[src/rtl/fpa_pkg.sv]
// ----------------------------------------------------------------------------
// fpa_pkg
// shared constants for the q24.8 fixed-point alu: opcodes, work kinds, sizes
// ----------------------------------------------------------------------------
package fpa_pkg;

  localparam int WORD_WIDTH_DEF = 32;
  localparam int FRAC_BITS_DEF  = 8;
  localparam int OP_W           = 4;
  localparam int QUEUE_DEPTH    = 4;

  localparam logic [OP_W-1:0] OP_ADD   = 4'd0;
  localparam logic [OP_W-1:0] OP_SUB   = 4'd1;
  localparam logic [OP_W-1:0] OP_MUL   = 4'd2;
  localparam logic [OP_W-1:0] OP_DIV   = 4'd3;
  localparam logic [OP_W-1:0] OP_GT    = 4'd4;
  localparam logic [OP_W-1:0] OP_LT    = 4'd5;
  localparam logic [OP_W-1:0] OP_GE    = 4'd6;
  localparam logic [OP_W-1:0] OP_LE    = 4'd7;
  localparam logic [OP_W-1:0] OP_EQ    = 4'd8;
  localparam logic [OP_W-1:0] OP_NE    = 4'd9;
  localparam logic [OP_W-1:0] OP_MIN   = 4'd10;
  localparam logic [OP_W-1:0] OP_MAX   = 4'd11;
  localparam logic [OP_W-1:0] OP_INC   = 4'd12;
  localparam logic [OP_W-1:0] OP_DEC   = 4'd13;
  localparam logic [OP_W-1:0] OP_TOINT = 4'd14;

  // what the back end still has to do with a word
  localparam logic [1:0] KIND_PASS = 2'd0;
  localparam logic [1:0] KIND_MUL  = 2'd1;
  localparam logic [1:0] KIND_DIV  = 2'd2;

endpackage

[src/rtl/fpa_queue.sv]
// ----------------------------------------------------------------------------
// fpa_queue
// small flop-based fifo between front and back end
// ----------------------------------------------------------------------------
module fpa_queue import fpa_pkg::*; #(
  parameter type ent_t = logic,
  parameter int  DEPTH = QUEUE_DEPTH
) (
  input  logic clk,
  input  logic rst,
  input  logic push,
  input  ent_t wdata,
  output logic full,
  input  logic pop,
  output ent_t rdata,
  output logic nempty
);

  localparam int AW = (DEPTH > 1) ? $clog2(DEPTH) : 1;
  localparam int CW = $clog2(DEPTH + 1);

  ent_t          mem [DEPTH];
  logic [AW-1:0] wptr, rptr;
  logic [CW-1:0] count;

  assign full   = count == CW'(DEPTH);
  assign nempty = count != '0;
  assign rdata  = mem[rptr];

  always_ff @(posedge clk) begin
    if (push) mem[wptr] <= wdata;
  end

  always_ff @(posedge clk) begin
    if (rst) begin
      wptr  <= '0;
      rptr  <= '0;
      count <= '0;
    end else begin
      if (push) wptr <= (wptr == AW'(DEPTH - 1)) ? '0 : wptr + 1'b1;
      if (pop)  rptr <= (rptr == AW'(DEPTH - 1)) ? '0 : rptr + 1'b1;
      count <= count + CW'(push) - CW'(pop);
    end
  end

endmodule

[config.mk]
export PLATFORM = sky130hd
export DESIGN_NAME = fpa_queue
export DESIGN_NICKNAME = d
export VERILOG_FILES = /design/src/rtl/fpa_pkg.sv /design/src/rtl/fpa_queue.sv
export SDC_FILE = /design/constraint.sdc
export NUM_CORES = 1
export LEC_CHECK = 0
export ABC_AREA = 1
export BUFFER_PORTS_ARGS = -buffer_cell sky130_fd_sc_hd__buf_2
export CAP_MARGIN = 5
export CORE_AREA = 2 2 39 41
export CTS_CLUSTER_DIAMETER = 150
export DETAILED_ROUTE_END_ITERATION = 8
export DIE_AREA = 0 0 41 43
export GPL_ROUTABILITY_DRIVEN = 0
export PLACE_DENSITY = 0.73
export SYNTH_ARGS = -nofsm -noshare
export SYNTH_HDL_FRONTEND = slang
export SYNTH_SLANG_ARGS = --single-unit
[constraint.sdc]
create_clock -name clk -period 4.6 [get_ports clk]
set_input_delay 0.46 -clock clk [delete_from_list [all_inputs] [get_ports clk]]
set_output_delay 0.46 -clock clk [all_outputs]
set_load 0.1 [all_outputs]
==> results of run 1 <==
[power by group through the flow]
stage	Clock (mW)	Combinational (mW)	Sequential, mW
2_1_floorplan	0	0.0996	0.140
3_3_place_gp	0	0.115	0.142
3_5_place_dp	0	0.118	0.142
4_1_cts	0.0734	0.119	0.139
5_1_grt	0.0768	0.128	0.141
6_report	0.0723	0.118	0.139
[cell type report]
cell class              instances  share of cell area
repair buffers                  7             0.05018
clock buffers                   3             0.03226
clock inverters                 1            0.007168
flip-flops and latches         13              0.4301
inverters                      17             0.09140
well taps                      16             0.02867
multi-input cells              39              0.3602
[layout by cell type, fill, tap and decap left out, drive strengths merged, types with 2 or more instances in the layout]
master  instances
nor2            9
dfxtp           9
buf             7
edfxtp          4
a21oi           4
nand2          11
clkbuf          3
ha              7
nand3           2
inv            17
o21ai           2
[cell families after synthesis]
logic type,Yosys count
buffers and inverters,18
DFF,13
xor gates and xnor gates,1
AOI/OAI and AO/OA,7
and+or+nand+nor,23
adders and majority gates,8
[how the worst min path moves through the flow]
stage | endpoint | start
final | mem[3] | wdata
after CTS | mem[0] | wdata
after detailed placement | rptr[0] | rptr[0]
after global placement | rptr[0] | rptr[0]
after global routing | mem[1] | wdata
after floorplan | flip-flop | rptr[0]
[per-stage QoR]
stage	cell area, um2	total power, mW
2_1_floorplan	623.1	0.2398
3_3_place_gp	670.6	0.2566
3_5_place_dp	670.6	0.2594
4_1_cts	698.2	0.3314
5_1_grt	698.2	0.3461
6_report	698.2	0.3292
[metal layers]
metal	wire (um)	up-vias	global-route usage	share of wire
met3	46	2	0.04712	0.051
met1	408	189	0.1554	0.46
met2	431	8	0.1656	0.48
met5	0	-	0	0
met4	10	0	0.04000	0.011
li1	-	234	-	-
==> flow_summary_export.csv, run 1 <==
group,metric,value,unit
synthesis,netlist_area,623.1,um2
clock_tree,post_cts_buffers,0,
synthesis,yosys.area.top_type,"dfxtp_1",
sta,finClkSkew,0.0009445,ns
sta,fin_ws,2.838,ns
floorplan,die_x,41,um
setup_path,path_max_fanout,4,
run_status,status,"finished, final reports clean",
final_layout,fill_cells,140,
power_and_ir_drop,p_per_area,471.5,nW/um2
power_and_ir_drop,seqPwrFrac,0.422,
setup_path,worstPathCellList,"a21oi_1 -> o21ai_0 -> nand2_1 -> buf_2",
sta,timing.final.crit_period,1.762,ns
synthesis,async_flop_share,0,
synthesis,synthTopCellsByCount,"inv_1 (15), nand2_1 (10), dfxtp_1 (9), nor2_1 (9), ha_1 (7)",
detailed_routing,post_drt_wl_per_cell,9.333,um
floorplan,std_cell_rows,14,
power_and_ir_drop,leakagePower,0.3668,nW
placed_design,dp.cells,92,
grt,grt_max_degree,9,
clock_tree,cts_hold_buf,0,
clock_tree,htree_levels,1,
worst_hold_path,whs_path_depth,1,
setup_path,start_kind,"flip-flop",
detailed_routing,wl,896,um
synthesis,synthAdderAreaFrac,0.1727,
grt,first_global_vias,351,
synthesis,synth-simple-area-share,0.1566,
setup_path,cp_slowest_cell,"buf_2",
final_layout,multi_input_area,251.5,um2
grt,grt_pass1_wl,1.373,mm
floorplan,die_area,1763,um2
setup_path,worstRegToRegCells,7,
synthesis,yosys.area.top_type_share,0.2892,
synthesis,ys_seq_area_frac,0.4819,
synthesis,syn_nets,83,
setup_path,critPathCapture,"rdata",
final_layout,final_util,0.5045,
synthesis,ys.flop_type,"dfxtp_1",
clock_tree,numCtsBuffers,3,
grt,antenna_found_initial,0,
clock_tree,cts_root_buf,"clkbuf_4",
placed_design,dp_hpwl,657.3,um
setup_path,crit_family,"buffers and inverters",
final_layout,drive_gt1_frac,0.1875,
setup_path,slowest_delay,0.41,ns
power_and_ir_drop,p_int,0.1906,mW
final_layout,regArea,300.3,um2
final_layout,syn_to_final_growth,12.05,%
detailed_routing,first_pass_iters,3,
placed_design,port_buffers,7,
sta,max_slew_margin,0.6782,
synthesis,avgSynthCellArea,8.901,um2
sta,rsz0062_at_grt,"false",
clock_tree,post_cts_resize_count,0,
setup_path,critPathBufInv,1,
synthesis,synth_top_family_by_area,"adder cells",
clock_tree,clockBufferDepth,2,
power_and_ir_drop,pwr-share-clk,0.220,
detailed_routing,ant_nets,0,
worst_hold_path,worst_hold_path_type,"in2reg",
power_and_ir_drop,power_frac_comb,0.358,
floorplan,start_util,0.4503,
clock_tree,clk-insertion-delay-late,0.27,ns
floorplan,io_pins,8,
sta,finalSetupViolations,0,
synthesis,syn-instance-count,70,
power_and_ir_drop,switching_share,0.4211,
synthesis,yosys_warnings,0,
setup_path,cp_data_arrival_time,1.30,ns
sta,drv_slew,0,
setup_path,r2r_setup_slack,3.05,ns
sta,hold_slack,0.4065,ns
sta,hold_violations,0,
setup_path,required,4.14,ns
synthesis,synth-compound-area-share,0.06024,
sta,min_period_over_period,0.3830,
synthesis,synthXorXnorAreaFrac,0.01406,
detailed_routing,vias,433,
clock_tree,clkTransAtPathRegs,0.09,ns
grt,grt-ovfl-total,0,
detailed_routing,drc,0,
setup_path,reg2reg_from,"count[0]",
synthesis,ys_types,17,
synthesis,synthMuxAreaShare,0,
final_layout,diodes,0,
grt,track_usage,0.1162,
final_layout,nets,94,
sta,tightest_slew,0.4860,ns
detailed_routing,via_per_inst,4.510,
detailed_routing,drt_iter0_drc,7,
final_layout,stdcell_count,96,
synthesis,ys_ff_latch,13,
sta,tns,0,ns
floorplan,coreArea,1384,um2
clock_tree,cts.sinks,13,
synthesis,ys_top_cells_by_area,"dfxtp_1 (29%), edfxtp_1 (19%), ha_1 (14%), inv_1 (9.0%), nand2_1 (6.0%)",
run,cap_violations,0,
synthesis,synth_edf_count,4,
setup_path,path_class,"reg2out",
setup_path,r2r_end,"count[1]",
floorplan,die_height,43,um
setup_path,path_depth,4,
clock_tree,cts_tree,"done",
setup_path,worstSetupEndpointType,"output port",
power_and_ir_drop,p_switching,0.1386,mW
placed_design,place_ws,2.836,ns
sta,fmax,0.5676,GHz
synthesis,yosysMostFrequentCell,"inv_1",
power_and_ir_drop,ir_drop,0.0002856,V
Note: power is estimated with default switching activity, not from simulation.
==> inputs of run 2 (changes only) <==
ABC_AREA = 0   (was 1)
PLACE_DENSITY = 0.71   (was 0.73)
clock period = 1.7 ns   (was 4.6 ns; I/O delays follow)
==> run 2 against run 1 <==
Non-clock buffer count unchanged. Cell count decreased by 22%. Combinational power increased to 2.7 times the previous value. Clock-buffer cell count increased by 1. Routed wire length decreased by 17%. Setup slack got worse by 2.7 ns. Clock power increased to 2.6 times the previous value. Via count decreased by 19%.
==> flow_summary_export.csv, run 2 <==
group,metric,value,unit
synthesis,yosysMostFrequentCell,"dfxtp_1",
power_and_ir_drop,total_power,0.8863,mW
floorplan,coreArea,1384,um2
final_layout,drive_gt1_frac,0.2034,
detailed_routing,ant_nets,0,
run_status,status,"finished, final reports clean",
sta,max_slew_margin,0.6739,
synthesis,avgSynthCellArea,12.54,um2
clock_tree,clockBufferDepth,2,
clock_tree,post_cts_resize_count,0,
final_layout,layout_common_cells,"dfxtp_1 (9), ha_1 (7), buf_2 (7)",
setup_path,required,1.87,ns
clock_tree,cts_hold_buf,0,
setup_path,path_class,"reg2reg",
synthesis,netlist_area,601.8,um2
final_layout,final_common_cell,"dfxtp_1",
setup_path,cp_data_arrival_time,1.73,ns
floorplan,die_x,41,um
synthesis,yosys_warnings,0,
synthesis,ys_types,17,
detailed_routing,drc,0,
synthesis,synthTopCellsByCount,"dfxtp_1 (9), ha_1 (7), inv_1 (6)",
grt,first_global_vias,344,
grt,grt_max_degree,9,
detailed_routing,vias,350,
clock_tree,clk-insertion-delay-late,0.27,ns
setup_path,worstSetupEndpointType,"flip-flop",
power_and_ir_drop,ir_drop,0.0007365,V
synthesis,yosys.area.top_type_share,0.2994,
synthesis,synth_edf_count,4,
detailed_routing,drt_iter0_drc,4,
sta,timing.final.crit_period,1.565,ns
clock_tree,numCtsBuffers,3,
setup_path,path_max_fanout,2,
sta,drv_slew,0,
sta,finClkSkew,0.0005049,ns
sta,tightest_slew,0.4925,ns
sta,finalSetupViolations,0,
clock_tree,cts.sinks,13,
final_layout,stdcell_count,75,
floorplan,std_cell_rows,14,
sta,rsz0062_at_grt,"false",
synthesis,async_flop_share,0,
worst_hold_path,worst_hold_path_type,"in2reg",
detailed_routing,post_drt_wl_per_cell,9.933,um
clock_tree,clkTransAtPathRegs,0.08,ns
final_layout,fill_cells,133,
final_layout,diodes,0,
synthesis,syn-instance-count,48,
power_and_ir_drop,p_per_area,1297,nW/um2
clock_tree,cts_tree,"done",
synthesis,ys_top_cells_by_area,"dfxtp_1 (30%), edfxtp_1 (20%), ha_1 (15%), and2_1 (4.2%), xor3_1 (4.0%)",
floorplan,start_util,0.4349,
grt,track_usage,0.1173,
detailed_routing,first_pass_iters,2,
synthesis,yosys.area.top_type,"dfxtp_1",
grt,antenna_found_initial,0,
final_layout,syn_to_final_growth,13.51,%
sta,hold_violations,0,
power_and_ir_drop,leakagePower,0.3114,nW
synthesis,ys_seq_area_frac,0.4990,
detailed_routing,via_per_inst,4.667,
grt,grt-ovfl-total,0,
sta,tns,0,ns
run,cap_violations,0,
floorplan,io_pins,8,
sta,min_period_over_period,0.9205,
sta,fmax,0.6391,GHz
floorplan,die_height,43,um
placed_design,dp_hpwl,595.9,um
grt,grt_pass1_wl,1.311,mm
clock_tree,htree_levels,1,
placed_design,dp.cells,71,
final_layout,nets,73,
synthesis,ys_ff_latch,13,
clock_tree,post_cts_buffers,0,
clock_tree,cts_root_buf,"clkbuf_4",
synthesis,syn_nets,61,
setup_path,start_kind,"flip-flop",
floorplan,die_area,1763,um2
placed_design,port_buffers,7,
synthesis,ys.flop_type,"dfxtp_1",
detailed_routing,wl,745,um
## run 2: critical path: stages, from the launching register on
cell	delay, ns
dfxtp_1	0.32
inv_1	0.05
ha_1	0.26
inv_1	0.04
ha_1	0.18
fa_1	0.38
xor3_1	0.20
nor2_1	0.04
## run 2: routing by layer
layer | wire (um) | GRT usage
met1 | 335 | 0.1288
met3 | 25 | 0.03141
met5 | 0 | 0
met4 | 23 | 0.1133
met2 | 360 | 0.1688
## run 2: area by class of cell
class	count	area (um2)	share of cell area
sequential	13	300.3	0.4396
tap	16	20.02	0.02930
multi-input combinational	29	279.0	0.4084
timing repair buffer	7	35.03	0.05128
inverter	6	22.52	0.03297
clock buffer	4	26.28	0.03846
## run 2: where the power goes
part	switching [mW]	internal, mW	total, mW
clock network	0.0957	0.0908	0.187
registers	0.0231	0.355	0.378
logic	0.220	0.102	0.322
total	0.339	0.548	0.886
## run 2: final timing paths
kind	start	slack (ns)	end	cells after the start
worst min-delay path	wdata	0.12	mem[3]	1
worst min register to register	rptr[0]	0.52	rptr[0]	2
worst max register to register	count[0]	0.14	count[2]	7
worst max-delay path	count[0]	0.14	count[2]	7
## run 2: logic make-up after synthesis
kind of cell	Yosys count	share of synthesized area
AOI/OAI and AO/OA	2	0.02286
DFF	13	0.4990
buffers and inverters	6	0.03742
muxes	3	0.07068
adders and majority gates	8	0.1788
and+or+nand+nor	15	0.1518
xor gates and xnor gates	1	0.03950
## run 2: metrics by stage
step                setup WS, ns    util  cell area [um2]  hold WS, ns
detailed placement        0.1391  0.4747            656.9       0.3935
floorplan                 0.2079       -            601.8       0.2324
CTS                       0.1179  0.4937            683.2       0.1088
global placement          0.1532  0.4747            656.9       0.3908
finish                    0.1352  0.4937            683.2       0.1181
global route             0.02826  0.4937            683.2       0.1186
